### config.mk
export PLATFORM = sky130hd
export DESIGN_NAME = mgr_ofifo
export DESIGN_NICKNAME = d
export VERILOG_FILES = /design/src/rtl/core/mgr_pkg.sv /design/src/rtl/core/mgr_ofifo.sv
export SDC_FILE = /design/constraint.sdc
export NUM_CORES = 1
export LEC_CHECK = 0
export BUFFER_PORTS_ARGS = -buffer_cell sky130_fd_sc_hd__buf_4
export CAP_MARGIN = 20
export CORE_ASPECT_RATIO = 2
export CORE_MARGIN = 3
export CORE_UTILIZATION = 56
export CTS_BUF_LIST = sky130_fd_sc_hd__clkbuf_8
export DETAILED_ROUTE_END_ITERATION = 7
export GPL_TIMING_DRIVEN = 0
export PLACE_DENSITY = 0.78
export SYNTH_ARGS = -nofsm -noshare
export SYNTH_HDL_FRONTEND = slang
export SYNTH_SLANG_ARGS = --single-unit
### constraint.sdc
create_clock -name i_clk -period 3.9 [get_ports i_clk]
set_input_delay 0.585 -clock i_clk [delete_from_list [all_inputs] [get_ports i_clk]]
set_output_delay 0.585 -clock i_clk [all_outputs]
set_load 0.05 [all_outputs]
### src/rtl/core/mgr_pkg.sv
// Shared types, constants and helpers for the gray morphological range block.
package mgr_pkg;

    // Configuration register indexes (word-aligned, paddr[2] selects)
    localparam logic REG_FRAME_WIDTH  = 1'b0;
    localparam logic REG_FRAME_HEIGHT = 1'b1;

    // Reset values of the configuration registers
    localparam logic [10:0] FRAME_WIDTH_RST  = 11'd640;
    localparam logic [11:0] FRAME_HEIGHT_RST = 12'd480;

    // Gray conversion weights, Q14
    localparam logic [22:0] COEF_B    = 23'd1868;
    localparam logic [22:0] COEF_G    = 23'd9617;
    localparam logic [22:0] COEF_R    = 23'd4899;
    localparam logic [22:0] GRAY_BIAS = 23'd8192;

    // Result queue geometry
    localparam int QDEPTH = 8;
    localparam int PTR_W  = $clog2(QDEPTH);
    localparam int CNT_W  = $clog2(QDEPTH + 1);

    // One result transaction
    typedef struct packed {
        logic [9:0]  mirror_column;
        logic [11:0] out_row;
        logic [7:0]  range_value;
        logic        run_last;
        logic        frame_last;
    } t_result;

    // Push strobes into the result queue; second is only set together with first
    typedef struct packed {
        logic first;
        logic second;
    } t_push;

    function automatic logic [7:0] gray_of(input logic [7:0] b, input logic [7:0] g,
                                           input logic [7:0] r);
        logic [22:0] s;
        s = 23'(b) * COEF_B + 23'(g) * COEF_G + 23'(r) * COEF_R + GRAY_BIAS;
        return s[21:14];
    endfunction

    function automatic logic [7:0] max2(input logic [7:0] a, input logic [7:0] b);
        return (a > b) ? a : b;
    endfunction

    function automatic logic [7:0] min2(input logic [7:0] a, input logic [7:0] b);
        return (a < b) ? a : b;
    endfunction

    function automatic logic [7:0] max3(input logic [7:0] a, input logic [7:0] b,
                                        input logic [7:0] c);
        return max2(max2(a, b), c);
    endfunction

    function automatic logic [7:0] min3(input logic [7:0] a, input logic [7:0] b,
                                        input logic [7:0] c);
        return min2(min2(a, b), c);
    endfunction

endpackage

### src/rtl/core/mgr_ofifo.sv
// Result queue: takes up to two results per cycle, hands out one per transaction.
module mgr_ofifo (
    input  logic                          i_clk,
    input  logic                          i_rst_n,
    input  mgr_pkg::t_push                i_push,
    input  mgr_pkg::t_result              i_first,
    input  mgr_pkg::t_result              i_second,
    input  logic                          i_pop,
    output logic                          o_valid,
    output mgr_pkg::t_result              o_head,
    output logic [mgr_pkg::CNT_W-1:0]     o_count
);

    mgr_pkg::t_result                r_q [mgr_pkg::QDEPTH];
    logic [mgr_pkg::PTR_W-1:0]       r_wptr, n_wptr;
    logic [mgr_pkg::PTR_W-1:0]       r_rptr, n_rptr;
    logic [mgr_pkg::CNT_W-1:0]       r_count, n_count;
    logic                            w_pop;
    logic [mgr_pkg::PTR_W-1:0]       w_wptr1;

    assign w_pop   = i_pop && (r_count != '0);
    assign w_wptr1 = mgr_pkg::PTR_W'(r_wptr + 1'b1);

    // Pointer and fill bookkeeping
    always_comb begin
        n_wptr  = mgr_pkg::PTR_W'(r_wptr + mgr_pkg::PTR_W'(i_push.first)
                                         + mgr_pkg::PTR_W'(i_push.second));
        n_rptr  = mgr_pkg::PTR_W'(r_rptr + mgr_pkg::PTR_W'(w_pop));
        n_count = mgr_pkg::CNT_W'(r_count + mgr_pkg::CNT_W'(i_push.first)
                                          + mgr_pkg::CNT_W'(i_push.second)
                                          - mgr_pkg::CNT_W'(w_pop));
    end

    always_ff @(posedge i_clk) begin
        if (!i_rst_n) begin
            r_wptr  <= '0;
            r_rptr  <= '0;
            r_count <= '0;
        end else begin
            r_wptr  <= n_wptr;
            r_rptr  <= n_rptr;
            r_count <= n_count;
        end
    end

    // Entry storage; the pair lands in consecutive slots
    always_ff @(posedge i_clk) begin
        if (i_push.first) begin
            r_q[r_wptr] <= i_first;
        end
        if (i_push.second) begin
            r_q[w_wptr1] <= i_second;
        end
    end

    assign o_valid = (r_count != '0);
    assign o_head  = r_q[r_rptr];
    assign o_count = r_count;

endmodule

==> impl_metrics.json, run 1 <==
{
  "status": "finished, final reports clean",
  "p_sw_mw": 2.89,
  "cts_tree": "done",
  "hold_path_class": "primary input to register",
  "grt_max_degree": 24,
  "clkPwrFrac": 0.230,
  "antenna_found_initial": 2,
  "syn_area_per_cell_um2": 18.2,
  "grt_pass1_wl_um": 49300,
  "syn_to_final_growth_pct": 16.1,
  "crit_required_ns": 3.31,
  "worst_slew_pin_slew_ns": 0.919,
  "track_usage": 0.260,
  "viasPerCell": 6.25,
  "layout.nets": 964,
  "pin_count": 106,
  "pre_cts_ws_ns": 0.837,
  "path_clk_slew_ns": 0.07,
  "synth-seq-area-share": 0.593,
  "vias": 7467,
  "period_needed_ns": 3.63,
  "dr.pass1.iters": 4,
  "cp.arrival_ns": 3.05,
  "grt.overflow.total": 0,
  "cts.path.max_buffers": 3,
  "cts_hold_buf": 0,
  "r2r-end": "r_q[1][19]",
  "intPower_mw": 5.74,
  "finalPower_mw": 8.64,
  "layout_commonest_cell": "mux2_2",
  "drtAntennaViolNets": 0,
  "fmax_mhz": 275,
  "core_um2": 23300,
  "start_util": 0.570,
  "post_cts_buffers": 0,
  "drive_gt1_frac": 0.610,
  "hold_depth": 3,
  "r2r_cells": 6,
  "critPathKind": "register to output port",
  "final_cells": 1195,
  "whs_ns": 0.323,
  "peakVddDrop_mv": 0.372,
  "final_util": 0.662,
  "slew_headroom": 0.387,
  "multiInputGateArea_um2": 5250,
  "final_cell_mix": "mux2_2, edfxtp_1, buf_4, mux4_2, clkbuf_8",
  "drt-initial-drc-count": 416,
  "die_y_um": 224,
  "drc": 0,
  "syn_inst": 729,
  "port_buffers": 105,
  "wl_um": 32500,
  "setup_viol_count_final": 0,
  "grt_pass1_vias": 8450,
  "num_rows": 79,
  "critPathMaxFanout": 10,
  "min_to": "o_count[3]",
  "r2r_slack_ns": 0.74,
  "place_inst": 1128,
  "powerDensity_nw_per_um2": 559,
  "min_period_over_period": 0.931,
  "setup_ws_ns": 0.268,
  "clock_skew_ns": 0.0170,
  "dp_hpwl_um": 21400,
  "routedWlPerCell_um": 27.2,
  "hold_viol": 0,
  "rsz0062_at_grt": "false",
  "seqPwrFrac": 0.415,
  "maxCapViolCount": 0,
  "syn_nets": 809,
  "post_cts_resized": 0,
  "cts_made_buffers": 37,
  "fillers": 1563,
  "cts.sinks": 266,
  "htree_num_levels": 2,
  "hp-start": "i_rst_n",
  "swShare": 0.335,
  "endpoint_kind": "output port",
  "gp_congestion": 0.813,
  "power.leakage_nw": 5.25,
  "insertion_delay_ns": 0.55,
  "cts_root_buf": "clkbuf_8",
  "p_comb_frac": 0.355,
  "ys_seq_elements": 266,
  "synth_area_um2": 13300,
  "die_x_um": 115,
  "seq_area_um2": 7890,
  "cp-start-kind": "register",
  "yosysWarningCount": 0,
  "die-area_um2": 25800,
  "slew_violations": 0,
  "synthDistinctLibCells": 30,
  "reg2reg_from": "r_wptr[1]"
}
how the worst max path moves through the flow:
stage / from / end / cells past startpoint
2_1_floorplan: i_push[1] / r_q[0][0] / 2
3_3_place_gp: i_push[1] / r_q[0][25] / 3
3_5_place_dp: r_wptr[1] / r_q[1][25] / 6
4_1_cts: r_rptr[1] / o_head[24] / 5
5_1_grt: r_rptr[1] / o_head[24] / 5
6_report: r_rptr[1] / o_head[24] / 5
area by class of cell:
class | count | share of cell area
Tap cell | 283 | 0.0229
Multi-Input combinational cell | 410 | 0.340
Buffer | 44 | 0.0158
Antenna cell | 2 | 0.000324
Clock buffer | 40 | 0.0356
Sequential cell | 266 | 0.511
Timing Repair Buffer | 116 | 0.0663
Inverter | 9 | 0.00219
Clock inverter | 25 | 0.00656
registers in the layout (all words and copies together), names as in the netlist:
register	cells
r_q	256
o_count	4
r_rptr	3
r_wptr	3
Yosys cell counts:
library cell | n | area (µm²)
fa_1 | 3 | 60.1
clkbuf_1 | 12 | 45.0
a21oi_1 | 1 | 5.00
nand2_1 | 7 | 26.3
nand2b_1 | 3 | 18.8
inv_1 | 9 | 33.8
o22ai_1 | 2 | 12.5
buf_2 | 21 | 105
buf_6 | 3 | 33.8
mux2i_1 | 1 | 10.0
xor2_1 | 4 | 35.0
nand3b_1 | 1 | 7.51
o21ai_0 | 2 | 10.0
xnor2_1 | 1 | 8.76
mux4_2 | 64 | 1440
mux2_2 | 288 | 3240
nor2_1 | 5 | 18.8
dfxtp_1 | 10 | 200
nor2b_1 | 1 | 6.26
nor3b_1 | 1 | 7.51
nand2_2 | 1 | 6.26
nor3_2 | 2 | 20.0
a21o_1 | 1 | 7.51
edfxtp_1 | 256 | 7690
buf_4 | 8 | 60.1
o32ai_1 | 2 | 17.5
and2_1 | 9 | 56.3
nand3_1 | 1 | 5.00
ha_1 | 8 | 100
o21bai_1 | 2 | 15.0
logic make-up after synthesis:
logic type | share of synthesized area
multiplexers | 0.353
AO/OA/AOI/OAI | 0.00508
flip-flops | 0.593
XOR/XNOR | 0.00329
AND/OR/NAND/NOR | 0.0130
buffers and inverters | 0.0209
adder cells (fa/ha/maj) | 0.0120
metrics by stage:
stage               cell area (µm²)  setup TNS, ns
floorplan                     13300              0
global placement              14400        -357.74
detailed placement            14800              0
CTS                           15400              0
global route                  15400              0
finish                        15400              0
power groups by stage:
stage	logic [mW]	clock network [mW]	registers, mW
2_1_floorplan	2.07	0	3.69
3_3_place_gp	2.90	0	3.67
3_5_place_dp	3.09	0	3.65
4_1_cts	3.10	2.02	3.59
5_1_grt	3.25	2.13	3.61
6_report	3.07	1.98	3.59
critical path, stage by stage (launching register included):
cell      delay (ns)
dfxtp_1         0.35
clkbuf_1        0.50
clkbuf_1        0.75
mux4_2          0.42
mux2_2          0.29
buf_4           0.19
per-layer routing:
metal  track usage  vias up  share of wire
li1              -     3274              -
met1         0.285     3838           0.34
met2         0.478      264           0.57
met3        0.0449       91          0.051
met4         0.118        0          0.039
met5             0        -              0
No activity file was read; power rests on OpenSTA's default activity.
==> run 2: changes to the inputs <==
--- a/config.mk
+++ b/config.mk
@@ -10,7 +10,7 @@
 export CORE_ASPECT_RATIO = 2
 export CORE_MARGIN = 3
 export CORE_UTILIZATION = 56
-export CTS_BUF_LIST = sky130_fd_sc_hd__clkbuf_8
+export CTS_BUF_LIST = sky130_fd_sc_hd__clkbuf_2 sky130_fd_sc_hd__clkbuf_4 sky130_fd_sc_hd__clkbuf_8
 export DETAILED_ROUTE_END_ITERATION = 7
 export GPL_TIMING_DRIVEN = 0
 export PLACE_DENSITY = 0.78
==> run 2 against run 1 <==
  * Fmax increased by 0.20%
  * Critical path depth did not move
  * Setup slack gained 0.0073 ns
  * Sequential power hardly changed
  * Largest cell class unchanged
  * Highest routed layer unchanged
==> impl_metrics.json, run 2 (same netlist as run 1, synthesis figures left out) <==
{
  "crit_path_cell_trace": "clkbuf_1 -> clkbuf_1 -> mux4_2 -> mux2_2 -> buf_4",
  "cts_root_buf": "clkbuf_8",
  "fillers": 1559,
  "critPathKind": "register to output port",
  "peakVddDrop_mv": 0.382,
  "antenna_found_initial": 2,
  "htree_num_levels": 2,
  "critPathMaxFanout": 10,
  "gp_congestion": 0.813,
  "hold_path_class": "primary input to register",
  "cp_slowest_stage_delay_ns": 0.74,
  "routedWlPerCell_um": 27.2,
  "cts.path.max_buffers": 3,
  "powerDensity_nw_per_um2": 563,
  "cp-start-kind": "register",
  "r2r-end": "r_q[1][17]",
  "status": "finished, final reports clean",
  "drt-initial-drc-count": 438,
  "crit_path_start": "r_rptr[1]",
  "cts_hold_buf": 0,
  "final_cell_mix": "mux2_2, edfxtp_1, buf_4, mux4_2, clkbuf_8",
  "setup_viol_count_final": 0,
  "pin_count": 106,
  "post_cts_resized": 0,
  "vias": 7480,
  "viasPerCell": 6.26,
  "cp.arrival_ns": 3.04,
  "hold_viol": 0,
  "rsz0062_at_grt": "false",
  "min_period_over_period": 0.929,
  "crit_family": "buffers and inverters",
  "crit_slowest_cell": "clkbuf_1",
  "fin_area_um2": 15500,
  "post_cts_buffers": 0,
  "num_rows": 79,
  "slew_headroom": 0.382,
  "drive_gt1_frac": 0.619,
  "whs_ns": 0.320,
  "crit_path_end": "o_head[24]",
  "drtAntennaViolNets": 0,
  "track_usage": 0.260,
  "path_clk_slew_ns": 0.07,
  "dr.pass1.iters": 5,
  "reg2reg_from": "r_wptr[1]",
  "largest_reg_flops": 256,
  "slew_violations": 0,
  "cts.sinks": 266,
  "die_x_um": 115,
  "grt_max_degree": 24,
  "r2r_cells": 6,
  "crit_required_ns": 3.31,
  "crit_cells": 5,
  "power.leakage_nw": 5.25,
  "dp_hpwl_um": 21400,
  "grt.overflow.total": 0,
  "hold_depth": 3,
  "layout.nets": 964,
  "grt_pass1_vias": 8446,
  "period_needed_ns": 3.62,
  "r2r_slack_ns": 0.74,
  "clock_skew_ns": 0.0134,
  "start_util": 0.570,
  "worstPathBufferInverterCount": 3,
  "die_y_um": 224,
  "port_buffers": 105,
  "syn_to_final_growth_pct": 16.4,
  "cts_tree": "done",
  "critPathMostFrequentCell": "clkbuf_1",
  "fmax_mhz": 276,
  "maxCapViolCount": 0,
  "endpoint_kind": "output port",
  "worst_slew_pin_slew_ns": 0.927,
  "grt_pass1_wl_um": 49300,
  "largest-register": "r_q",
  "insertion_delay_ns": 0.55,
  "dpl_cell_area_um2": 14800,
  "cts_made_buffers": 37,
  "die-area_um2": 25800,
  "wl_um": 32500,
  "core_um2": 23300,
  "drc": 0,
  "layout_commonest_cell": "mux2_2"
}
run 2: changes by cell type in the layout (fill, tap and decap cells not counted):
cell | previous run | this run
inv_1 | 17 | 9
clkbuf_4 | 0 | 8
run 2: worst min-delay path, stage by stage:
cell and delay, ns:
buf_4 0.11, nand2b_1 0.06, mux2i_1 0.06
run 2: how the worst min path moves through the flow:
stage	to	slack (ns)	from
after global routing	o_count[3]	0.36	i_rst_n
after global placement	r_rptr[0]	0.56	r_rptr[0]
final	o_count[3]	0.32	i_rst_n
after detailed placement	r_rptr[0]	0.58	r_rptr[0]
after CTS	o_count[3]	0.30	i_rst_n
after floorplan	r_rptr[0]	0.55	r_rptr[0]
run 2: per-layer routing:
layer,wire [µm],track usage,up-vias
li1,-,-,3272
met4,1200,0.118,0
met5,0,0,-
met1,11000,0.285,3832
met2,18500,0.478,293
met3,1800,0.0449,83
run 2: through the flow:
step                cells  setup TNS, ns  utilization  setup slack (ns)  power (mW)
floorplan             729              0            -             0.267        5.76
global placement     1117        -357.74        0.619             -2.53        6.57
detailed placement   1128              0        0.634             0.837        6.73
CTS                  1193              0        0.663             0.261        8.78
global route         1195              0        0.664             0.233        9.06
finish               1195              0        0.664             0.275        8.71
run 2: area by class of cell:
| class | count | area, µm² | area share |
|---|---|---|---|
| sequential | 266 | 7890 | 0.510 |
| multi-input combinational | 410 | 5250 | 0.339 |
| timing repair buffer | 116 | 1020 | 0.0662 |
| clock buffer | 48 | 611 | 0.0394 |
| tap | 283 | 354 | 0.0229 |
| buffer | 44 | 244 | 0.0158 |
| clock inverter | 17 | 71.3 | 0.00461 |
| inverter | 9 | 33.8 | 0.00218 |
| antenna | 2 | 5.00 | 0.000323 |
run 2: power by group:
part | switching (mW) | internal (mW)
Clock | 1.04 | 1.02
Sequential | 0.0838 | 3.50
Combinational | 1.77 | 1.30
Total | 2.89 | 5.82
